### config.mk
export PLATFORM = sky130hd
export DESIGN_NAME = window_average_and_deviation_core
export DESIGN_NICKNAME = d
export VERILOG_FILES = /design/src/hdl/wad_pkg.sv /design/src/hdl/wad_win.sv /design/src/hdl/wad_div.sv /design/src/hdl/window_average_and_deviation_core.sv
export SDC_FILE = /design/constraint.sdc
export NUM_CORES = 1
export LEC_CHECK = 0
export ABC_AREA = 1
export ABC_CLOCK_PERIOD_IN_PS = 6300
export BUFFER_PORTS_ARGS = -buffer_cell sky130_fd_sc_hd__buf_2
export CAP_MARGIN = 20
export CORE_AREA = 2 2 266 268
export DETAILED_ROUTE_END_ITERATION = 8
export DIE_AREA = 0 0 268 270
export PLACE_DENSITY = 0.77
export SLEW_MARGIN = 20
export SYNTH_ARGS = -nofsm -noshare
export SYNTH_HDL_FRONTEND = slang
export SYNTH_SLANG_ARGS = --single-unit
### constraint.sdc
create_clock -name clk -period 6.3 [get_ports clk]
set_input_delay 1.26 -clock clk [delete_from_list [all_inputs] [get_ports clk]]
set_output_delay 1.26 -clock clk [all_outputs]
set_load 0.03 [all_outputs]
### src/hdl/wad_pkg.sv
package wad_pkg;

	// default build values
	localparam int WAD_WINDOW_DEPTH  = 64;
	localparam int WAD_FRACTION_BITS = 8;

	// field widths
	localparam int KIND_W   = 1;
	localparam int SAMPLE_W = 10;
	localparam int LEVEL_W  = 8;
	localparam int OUT_Q_W  = 16;

	localparam logic [LEVEL_W-1:0] LEVEL_MAX = '1;

	// reset values of the configuration registers
	localparam logic [SAMPLE_W-1:0] CLAMP_LO_RST      = SAMPLE_W'(0);
	localparam logic [SAMPLE_W-1:0] CLAMP_HI_RST      = SAMPLE_W'(255);
	localparam logic [LEVEL_W-1:0]  INITIAL_LEVEL_RST = LEVEL_W'(0);

	// apb register map, index = paddr[3:2]
	localparam int PADDR_W = 4;
	localparam int PDATA_W = 32;

	typedef enum logic [1:0] {
		REG_CLAMP_LO      = 2'd0,
		REG_CLAMP_HI      = 2'd1,
		REG_INITIAL_LEVEL = 2'd2
	} reg_idx_t;

	typedef enum logic [KIND_W-1:0] {
		KIND_SAMPLE = 1'b0,
		KIND_REINIT = 1'b1
	} item_kind_t;

	typedef struct packed {
		logic [KIND_W-1:0]   kind;
		logic [SAMPLE_W-1:0] sample;
	} item_t;

	typedef struct packed {
		logic [LEVEL_W-1:0] level;
		logic [OUT_Q_W-1:0] average_q8;
		logic [OUT_Q_W-1:0] deviation_q8;
	} result_t;

endpackage

### src/hdl/wad_win.sv
module wad_win import wad_pkg::*; #(
	parameter int DEPTH  = WAD_WINDOW_DEPTH,
	parameter int ADDR_W = $clog2(WAD_WINDOW_DEPTH)
) (
	input  logic               clk,
	input  logic               we,
	input  logic [ADDR_W-1:0]  waddr,
	input  logic [LEVEL_W-1:0] wdata,
	input  logic               re,
	input  logic [ADDR_W-1:0]  raddr,
	output logic [LEVEL_W-1:0] rdata
);

	logic [LEVEL_W-1:0] mem [DEPTH];
	logic [LEVEL_W-1:0] rdata_q;

	always_ff @(posedge clk) begin
		if (we) begin
			mem[waddr] <= wdata;
		end
		if (re) begin
			rdata_q <= mem[raddr];
		end
	end

	assign rdata = rdata_q;

endmodule

### src/hdl/wad_div.sv
module wad_div import wad_pkg::*; #(
	parameter int DIVISOR = WAD_WINDOW_DEPTH,
	parameter int DIVN_W  = 34,
	parameter int Q_W     = LEVEL_W + WAD_FRACTION_BITS
) (
	input  logic              clk,
	input  logic              arst_n,
	input  logic              start,
	input  logic [DIVN_W-1:0] dividend,
	output logic              done,
	output logic [Q_W-1:0]    quotient
);

	logic done_q;

	generate
		if ((DIVISOR & (DIVISOR - 1)) == 0) begin : g_shift
			// power-of-two divisor: plain shift, registered
			localparam int SHIFT = $clog2(DIVISOR);

			logic [Q_W-1:0] quot_q;

			always_ff @(posedge clk or negedge arst_n) begin
				if (!arst_n) begin
					done_q <= 1'b0;
				end else begin
					done_q <= start;
				end
			end

			always_ff @(posedge clk) begin
				if (start) begin
					quot_q <= Q_W'(dividend >> SHIFT);
				end
			end

			assign quotient = quot_q;
		end else begin : g_recip
			// multiply by the rounded-up reciprocal 2^(DIVN_W+L)/DIVISOR,
			// CH bits of it per cycle, top chunk first
			localparam int L     = $clog2(DIVISOR);
			localparam int CH    = 16;
			localparam int NCH   = (DIVN_W + CH) / CH;
			localparam int MW    = NCH * CH;
			localparam int PW    = DIVN_W + MW;
			localparam int CNT_W = $clog2(NCH + 1);
			localparam logic [63:0] RECIP =
				((64'd1 << (DIVN_W + L)) + 64'(DIVISOR) - 64'd1) / 64'(DIVISOR);
			localparam logic [MW-1:0]    RECIP_C  = MW'(RECIP);
			localparam logic [CNT_W-1:0] LAST_CNT = CNT_W'(NCH - 1);

			logic                   busy_q;
			logic [CNT_W-1:0]       cnt_q;
			logic [DIVN_W-1:0]      x_q;
			logic [MW-1:0]          recip_q;
			logic [PW-1:0]          acc_q;
			logic [DIVN_W+CH-1:0]   part;

			assign part = (DIVN_W + CH)'(x_q) * (DIVN_W + CH)'(recip_q[MW-1 -: CH]);

			always_ff @(posedge clk or negedge arst_n) begin
				if (!arst_n) begin
					busy_q <= 1'b0;
					done_q <= 1'b0;
					cnt_q  <= '0;
				end else begin
					done_q <= busy_q && (cnt_q == LAST_CNT);
					if (start && !busy_q) begin
						busy_q <= 1'b1;
						cnt_q  <= '0;
					end else if (busy_q) begin
						if (cnt_q == LAST_CNT) begin
							busy_q <= 1'b0;
						end
						cnt_q <= cnt_q + 1'b1;
					end
				end
			end

			always_ff @(posedge clk) begin
				if (start && !busy_q) begin
					x_q     <= dividend;
					recip_q <= RECIP_C;
					acc_q   <= '0;
				end else if (busy_q) begin
					recip_q <= recip_q << CH;
					acc_q   <= (acc_q << CH) + PW'(part);
				end
			end

			assign quotient = acc_q[DIVN_W + L +: Q_W];
		end
	endgenerate

	assign done = done_q;

endmodule

### src/hdl/window_average_and_deviation_core.sv
// moving window average with running mean absolute deviation
//
// item channel (item_valid/item_ready/item): one transaction per raw sample
// or reinit request. result channel (result_valid/result_ready/result): one
// transaction per accepted item, in order. apb port sets the lower clamp
// (0x0), the upper clamp (0x4) and initial_level (0x8); pready is tied high.
//
// a sample takes one window read-modify-write and two divisions by
// WINDOW_DEPTH through one shared divider. with WINDOW_DEPTH a power of two
// the divider is a shift; otherwise it multiplies by a reciprocal, 16 bits
// per cycle. a reinit writes every window slot, one per cycle. one item is
// in flight at a time; item_ready is high only when the block is idle, in
// the cycle after the result is loaded, so a new sample is taken only once
// the last one is through.
//
// after reset the window memory is cleared with a pass over every slot,
// during which no item is accepted (apb writes still work).
// if the receiver stalls, one more item is taken and worked off, then the
// block holds its finished result until the output register is emptied.
module window_average_and_deviation_core import wad_pkg::*; #(
	parameter int WINDOW_DEPTH  = WAD_WINDOW_DEPTH,
	parameter int FRACTION_BITS = WAD_FRACTION_BITS
) (
	input  logic               clk,
	input  logic               arst_n,
	input  logic               item_valid,
	output logic               item_ready,
	input  item_t              item,
	output logic               result_valid,
	input  logic               result_ready,
	output result_t            result,
	input  logic               psel,
	input  logic               penable,
	input  logic               pwrite,
	input  logic [PADDR_W-1:0] paddr,
	input  logic [PDATA_W-1:0] pwdata,
	output logic [PDATA_W-1:0] prdata,
	output logic               pready
);

	localparam int ADDR_W = $clog2(WINDOW_DEPTH);
	localparam int AVG_W  = LEVEL_W + FRACTION_BITS;
	localparam int SUM_W  = $clog2(WINDOW_DEPTH * 255 + 1);
	localparam longint unsigned DEV_MAX_L =
		longint'(WINDOW_DEPTH) * (longint'(255) << FRACTION_BITS);
	localparam int DEV_W  = $clog2(DEV_MAX_L + 1);
	localparam int DIVN_W = (SUM_W + FRACTION_BITS > DEV_W) ? SUM_W + FRACTION_BITS : DEV_W;
	localparam logic [DEV_W:0]      DEV_MAX  = (DEV_W + 1)'(DEV_MAX_L);
	localparam logic [ADDR_W-1:0]   LAST_POS = ADDR_W'(WINDOW_DEPTH - 1);

	typedef enum logic [6:0] {
		ST_CLEAR = 7'b0000001,
		ST_IDLE  = 7'b0000010,
		ST_READ  = 7'b0000100,
		ST_AVG   = 7'b0001000,
		ST_DEV   = 7'b0010000,
		ST_FILL  = 7'b0100000,
		ST_OUT   = 7'b1000000
	} state_t;

	state_t state_q;

	// configuration registers
	logic [SAMPLE_W-1:0] min_q;
	logic [SAMPLE_W-1:0] max_q;
	logic [LEVEL_W-1:0]  init_q;

	// running state
	logic [ADDR_W-1:0] wptr_q;
	logic [ADDR_W-1:0] fill_addr_q;
	logic [SUM_W-1:0]  sum_q;
	logic [DEV_W-1:0]  dev_q;
	logic [AVG_W-1:0]  avg_q;

	// result being built, then the output register
	logic [LEVEL_W-1:0] res_level_q;
	logic [AVG_W-1:0]   res_avg_q;
	logic [AVG_W-1:0]   res_dev_q;
	logic               out_valid_q;
	result_t            out_q;

	logic item_acc;
	logic result_acc;
	logic cfg_wr;
	logic out_load;

	assign item_ready = (state_q == ST_IDLE);
	assign item_acc   = item_valid && item_ready;
	assign result_acc = out_valid_q && result_ready;
	assign cfg_wr     = psel && penable && pwrite && pready;
	assign pready     = 1'b1;
	// finished result moves into a free (or freeing) output register
	assign out_load   = (state_q == ST_OUT) && (!out_valid_q || result_ready);

	// apb read back
	always_comb begin
		prdata = '0;
		unique case (paddr[3:2])
			REG_CLAMP_LO:      prdata = PDATA_W'(min_q);
			REG_CLAMP_HI:      prdata = PDATA_W'(max_q);
			REG_INITIAL_LEVEL: prdata = PDATA_W'(init_q);
			default:           prdata = '0;
		endcase
	end

	// clamp, offset and saturate the raw reading
	logic [SAMPLE_W-1:0] clamped;
	logic [SAMPLE_W-1:0] offset;
	logic [LEVEL_W-1:0]  new_level;

	always_comb begin
		priority if (item.sample < min_q) begin
			clamped = min_q;
		end else if (item.sample > max_q) begin
			clamped = max_q;
		end else begin
			clamped = item.sample;
		end
		offset = clamped - min_q;
		// crossed bounds: clamped is the upper bound, below the lower one
		priority if (clamped < min_q) begin
			new_level = '0;
		end else if (offset > SAMPLE_W'(LEVEL_MAX)) begin
			new_level = LEVEL_MAX;
		end else begin
			new_level = offset[LEVEL_W-1:0];
		end
	end

	// window memory
	logic               mem_we;
	logic [ADDR_W-1:0]  mem_waddr;
	logic [LEVEL_W-1:0] mem_wdata;
	logic [LEVEL_W-1:0] mem_rdata;

	assign mem_we    = (state_q == ST_READ) || (state_q == ST_CLEAR) || (state_q == ST_FILL);
	assign mem_waddr = (state_q == ST_READ) ? wptr_q : fill_addr_q;
	always_comb begin
		unique case (state_q)
			ST_READ: mem_wdata = res_level_q;
			ST_FILL: mem_wdata = init_q;
			default: mem_wdata = '0;
		endcase
	end

	wad_win #(
		.DEPTH  (WINDOW_DEPTH),
		.ADDR_W (ADDR_W)
	) u_win (
		.clk   (clk),
		.we    (mem_we),
		.waddr (mem_waddr),
		.wdata (mem_wdata),
		.re    (item_acc),
		.raddr (wptr_q),
		.rdata (mem_rdata)
	);

	// departing level against the previous average
	logic [AVG_W-1:0] old_q8;
	logic [AVG_W-1:0] term_old;
	logic [DEV_W-1:0] dev_after_old;
	logic [SUM_W-1:0] sum_new;

	assign old_q8   = AVG_W'(mem_rdata) << FRACTION_BITS;
	assign term_old = (old_q8 > avg_q) ? (old_q8 - avg_q) : (avg_q - old_q8);
	assign dev_after_old = (dev_q > DEV_W'(term_old)) ? (dev_q - DEV_W'(term_old)) : '0;
	assign sum_new  = sum_q - SUM_W'(mem_rdata) + SUM_W'(res_level_q);

	// arriving level against the new average
	logic               div_start;
	logic [DIVN_W-1:0]  div_dividend;
	logic               div_done;
	logic [AVG_W-1:0]   div_quot;
	logic [AVG_W-1:0]   new_q8;
	logic [AVG_W-1:0]   term_new;
	logic [DEV_W:0]     dev_sum;
	logic [DEV_W-1:0]   dev_new;

	assign new_q8   = AVG_W'(res_level_q) << FRACTION_BITS;
	assign term_new = (new_q8 > div_quot) ? (new_q8 - div_quot) : (div_quot - new_q8);
	assign dev_sum  = (DEV_W + 1)'(dev_q) + (DEV_W + 1)'(term_new);
	assign dev_new  = (dev_sum > DEV_MAX) ? DEV_MAX[DEV_W-1:0] : dev_sum[DEV_W-1:0];

	// one divider: first the new average, then the mean deviation
	assign div_start    = (state_q == ST_READ) || ((state_q == ST_AVG) && div_done);
	assign div_dividend = (state_q == ST_READ) ? (DIVN_W'(sum_new) << FRACTION_BITS)
	                                           : DIVN_W'(dev_new);

	wad_div #(
		.DIVISOR (WINDOW_DEPTH),
		.DIVN_W  (DIVN_W),
		.Q_W     (AVG_W)
	) u_div (
		.clk      (clk),
		.arst_n   (arst_n),
		.start    (div_start),
		.dividend (div_dividend),
		.done     (div_done),
		.quotient (div_quot)
	);

	// control and running state
	always_ff @(posedge clk or negedge arst_n) begin
		if (!arst_n) begin
			state_q     <= ST_CLEAR;
			min_q       <= CLAMP_LO_RST;
			max_q       <= CLAMP_HI_RST;
			init_q      <= INITIAL_LEVEL_RST;
			wptr_q      <= '0;
			fill_addr_q <= '0;
			sum_q       <= '0;
			dev_q       <= '0;
			avg_q       <= '0;
			out_valid_q <= 1'b0;
		end else begin
			if (cfg_wr) begin
				unique case (paddr[3:2])
					REG_CLAMP_LO:      min_q  <= pwdata[SAMPLE_W-1:0];
					REG_CLAMP_HI:      max_q  <= pwdata[SAMPLE_W-1:0];
					REG_INITIAL_LEVEL: init_q <= pwdata[LEVEL_W-1:0];
					default: ;
				endcase
			end

			if (out_load) begin
				out_valid_q <= 1'b1;
			end else if (result_acc) begin
				out_valid_q <= 1'b0;
			end

			unique case (state_q)
				ST_CLEAR: begin
					if (fill_addr_q == LAST_POS) begin
						fill_addr_q <= '0;
						state_q     <= ST_IDLE;
					end else begin
						fill_addr_q <= fill_addr_q + 1'b1;
					end
				end
				ST_IDLE: begin
					if (item_acc) begin
						if (item.kind == KIND_REINIT) begin
							fill_addr_q <= '0;
							state_q     <= ST_FILL;
						end else begin
							state_q <= ST_READ;
						end
					end
				end
				ST_READ: begin
					sum_q   <= sum_new;
					dev_q   <= dev_after_old;
					state_q <= ST_AVG;
				end
				ST_AVG: begin
					if (div_done) begin
						avg_q   <= div_quot;
						dev_q   <= dev_new;
						state_q <= ST_DEV;
					end
				end
				ST_DEV: begin
					if (div_done) begin
						wptr_q  <= (wptr_q == LAST_POS) ? '0 : wptr_q + 1'b1;
						state_q <= ST_OUT;
					end
				end
				ST_FILL: begin
					if (fill_addr_q == LAST_POS) begin
						fill_addr_q <= '0;
						sum_q       <= SUM_W'(WINDOW_DEPTH) * SUM_W'(init_q);
						dev_q       <= '0;
						avg_q       <= AVG_W'(init_q) << FRACTION_BITS;
						wptr_q      <= '0;
						state_q     <= ST_OUT;
					end else begin
						fill_addr_q <= fill_addr_q + 1'b1;
					end
				end
				ST_OUT: begin
					// wait for a free output register
					if (out_load) begin
						state_q <= ST_IDLE;
					end
				end
				default: state_q <= ST_IDLE;
			endcase
		end
	end

	// result payload
	always_ff @(posedge clk) begin
		if (item_acc) begin
			res_level_q <= (item.kind == KIND_REINIT) ? init_q : new_level;
		end
		if ((state_q == ST_AVG) && div_done) begin
			res_avg_q <= div_quot;
		end
		if ((state_q == ST_DEV) && div_done) begin
			res_dev_q <= div_quot;
		end
		if ((state_q == ST_FILL) && (fill_addr_q == LAST_POS)) begin
			res_avg_q <= AVG_W'(init_q) << FRACTION_BITS;
			res_dev_q <= '0;
		end
		if (out_load) begin
			out_q.level        <= res_level_q;
			out_q.average_q8   <= OUT_Q_W'(res_avg_q);
			out_q.deviation_q8 <= OUT_Q_W'(res_dev_q);
		end
	end

	assign result_valid = out_valid_q;
	assign result       = out_q;

endmodule
==> impl_metrics.csv <==
group,metric,value,unit
run_status,status,"finished, final reports clean",
layout,final_area,38300,um2
floorplanning,rows,97,
layout,nets,3570,
timing,skew,0.0529,ns
power_and_ir_drop,ir_drop,0.399,mV
clocking,cts_resized,0,
detailed_routing,first_pass_iters,6,
worst_hold_path,hold_path.startpoint,"res_avg_q[8]",
setup_path,path_buf_inv,3,
clocking,clk_latency,0.64,ns
placed_design,dp_slack,0.987,ns
setup_path,max_stage_delay,0.43,ns
clocking,root_buffer,"clkbuf_16",
placed_design,gp_congestion,0.989,
layout,multi_input_area,12000,um2
global_route,overflow,0,
synth,ys_types,59,
detailed_routing,vias,25600,
synth,synthXorXnorAreaFrac,1.57,%
synth,synth_compound_area_share,13.9,%
setup_path,worstPathRequired,6.65,ns
worst_hold_path,hold_class,"reg2reg",
layout,syn_to_final_growth,11.2,%
setup_path,startpoint,"res_level_q[3]",
global_route,antenna_found_initial,1,
timing,final.min_clock_period,5.02,ns
layout,final_util,55.1,%
clocking,htree_levels,3,
clocking,cts_made_buffers,78,
global_route,grt_pass1_vias,24300,
clocking,cts_tree,"built",
setup_path,end_kind,"flip-flop",
timing,grt_setup_unrepaired,"no",
floorplanning,die_y,270,um
synth,synthTopCellsByArea,"edfxtp_1 (52%), dfrtp_1 (6.7%), o21ai_0 (5.8%)",
synth,synth_fa_ha_area_share,4.74,%
detailed_routing,via_per_inst,5.83,
detailed_routing,drc,0,
synth,synth_top_area_cell,"edfxtp_1",
synth,netlist.area_leader.share,51.5,%
synth,synth_top_family_by_area,"compound AO/OA/AOI/OAI gates",
clocking,cts.sinks,717,
floorplanning,die_width,268,um
clocking,clk_path_buf_depth,3,
placed_design,place_inst,4252,
synth,synth_most_common_cell,"edfxtp_1",
global_route,grt.total_usage,25.0,%
synth,netlist_top_cells_count,"edfxtp_1 (592), nor2_1 (484), nand2_1 (415)",
setup_path,r2r_slack,1.28,ns
setup_path,crit_top_cell,"nand2_1",
detailed_routing,detail_route.wl_per_cell,20.5,um
flow_run,maxCapViolations,0,
timing,finalSetupTns,0,ns
setup_path,reg2reg_depth,27,
detailed_routing,drt_iter0_drc,2985,
synth,synth-seq-cells,717,
worst_hold_path,whs_endpoint,"result[24]",
worst_hold_path,min_path_cells,0,
timing,min_period_over_period,79.7,%
layout,diodes,0,
clocking,clk_pin_slew,0.06,ns
floorplanning,die_area,72400,um2
timing,fmax,199,MHz
floorplanning,start_util,49.6,%
synth,yosysSeqAreaShare,60.3,%
setup_path,r2r-end,"u_div.quotient[2]",
layout,num-fill-cells,5830,
timing,setup_slack,1.28,ns
setup_path,timing.rr.start,"res_level_q[3]",
global_route,grt_pass1_wl,140000,um
timing,maxSlewHeadroom,33.9,%
synth,synth-simple-area-share,13.9,%
synth,syn_inst,3354,
setup_path,crit_fanout,20,
timing,slew_viol_final,0,
setup_path,critical_path_class,"reg2reg",
placed_design,dp_hpwl,58100,um
layout,drive_above_1_share,8.05,%
floorplanning,coreArea,69500,um2
setup_path,critical_path_arrival,5.37,ns
global_route,grt_start_max_net_pins,181,
timing,worstMarginPinSlew,0.979,ns
setup_path,worstSetupStartpointType,"flip-flop",
setup_path,crit_family,"simple AND/OR/NAND/NOR gates",
synth,yosysWarnings,0,
detailed_routing,drtAntennaViolNets,0,
clocking,postCtsSetupRepairBufs,0,
power_and_ir_drop,leakagePower,14.8,nW
placed_design,io_buffers,81,
setup_path,slowest_stage,"edfxtp_1",
synth,synthMuxAreaShare,0.0290,%
detailed_routing,routed_wirelength,90100,um
timing,final-setup-viol-count,0,
synth,ys.flop_type,"edfxtp_1",
power_and_ir_drop,power_density,573,nW/um2
timing,finalHoldViolCount,0,
floorplanning,io_pins,129,
layout,fin_cells,4395,
clocking,ctsHoldBuffers,0,
synth,synth_area,34500,um2
synth,synth_edf_count,592,
synth,avgSynthCellArea,10.3,um2
synth,async_flop_share,14.1,%
layout,regArea,20800,um2
placed_design,dpl_cell_area,35700,um2
-- how the worst max path moves through the flow --
stage / end / slack [ns] / depth (start not counted)
global placement: res_level_q[0] / 1.05 / 20
detailed placement: res_level_q[5] / 0.99 / 20
floorplan: u_win.mem[0][1] / 1.63 / 7
global route: u_div.quotient[2] / 0.65 / 27
finish: u_div.quotient[2] / 1.28 / 27
CTS: u_div.quotient[2] / 1.33 / 27
-- worst reg2reg max path: stages (launching register included) --
cell,delay (ns)
edfxtp_1,0.43
inv_1,0.32
ha_1,0.33
nand2_1,0.13
o21ai_0,0.26
nand2_1,0.08
o311ai_0,0.10
nand2_1,0.12
inv_1,0.26
nand3_1,0.11
o21ai_1,0.14
nor2_1,0.09
nor4_1,0.19
nor2_1,0.11
ha_1,0.41
nand2_1,0.15
o21ai_0,0.29
a21oi_1,0.10
nand2_1,0.07
nand2_1,0.04
nand2_1,0.11
nand3_1,0.09
nor2_1,0.11
nand3_1,0.08
buf_4,0.21
and2_1,0.24
nand3_1,0.09
o21ai_0,0.10
-- report_power, final --
part | leakage, nW | total [mW] | internal (mW) | switching (mW)
Clock | 1.26 | 4.57 | 2.65 | 1.91
Combinational | 6.56 | 11.1 | 3.56 | 7.58
Sequential | 6.97 | 6.27 | 5.81 | 0.463
-- sequential cells by signal, summed over array words and instances (netlist names) --
signal,count
res_level_q,8
result,40
u_div.quotient,16
sum_q,14
avg_q,16
res_dev_q,16
init_q,8
max_q,10
u_win.mem,512
state_q,7
u_div.done,1
u_win.rdata,8
min_q,10
res_avg_q,16
dev_q,22
result_valid,1
wptr_q,6
fill_addr_q,6
-- cell families after synthesis --
logic type | after synthesis
other cells | 2
fa+ha+maj | 123
simple gates | 1155
flops | 717
xor+xnor | 62
mux | 1
compound gates | 819
buf+inv | 475
-- layer usage --
metal / track usage, % / share of wire, %
met1: 34.3 / 41
met2: 39.0 / 46
met3: 4.51 / 9.4
met4: 10.5 / 4.3
met5: 0 / 0.010
-- per-stage QoR --
stage / power [mW] / hold WS (ns)
floorplan: 14.2 / 0.400
global placement: 17.0 / 0.402
detailed placement: 17.2 / 0.406
CTS: 21.8 / 0.418
global route: 23.6 / 0.424
finish: 22.0 / 0.419
-- final cells by class --
cell class	instances	area share (%)
sequential	717	54.3
multi-input combinational	2183	31.2
clock inverter	42	1.32
timing repair buffer	111	1.75
tap	940	3.07
inverter	302	2.97
clock buffer	100	5.41
-- placed cells by master (no fill, tap or decap), drive strengths merged, types with 100 or more instances in the layout --
cell type    n
nand3      168
ha         110
buf        111
clkbuf     100
o221ai     103
inv        298
a21oi      163
edfxtp     592
nand2      419
o21ai      414
nor2       489
(Power assumes the default switching activity.)
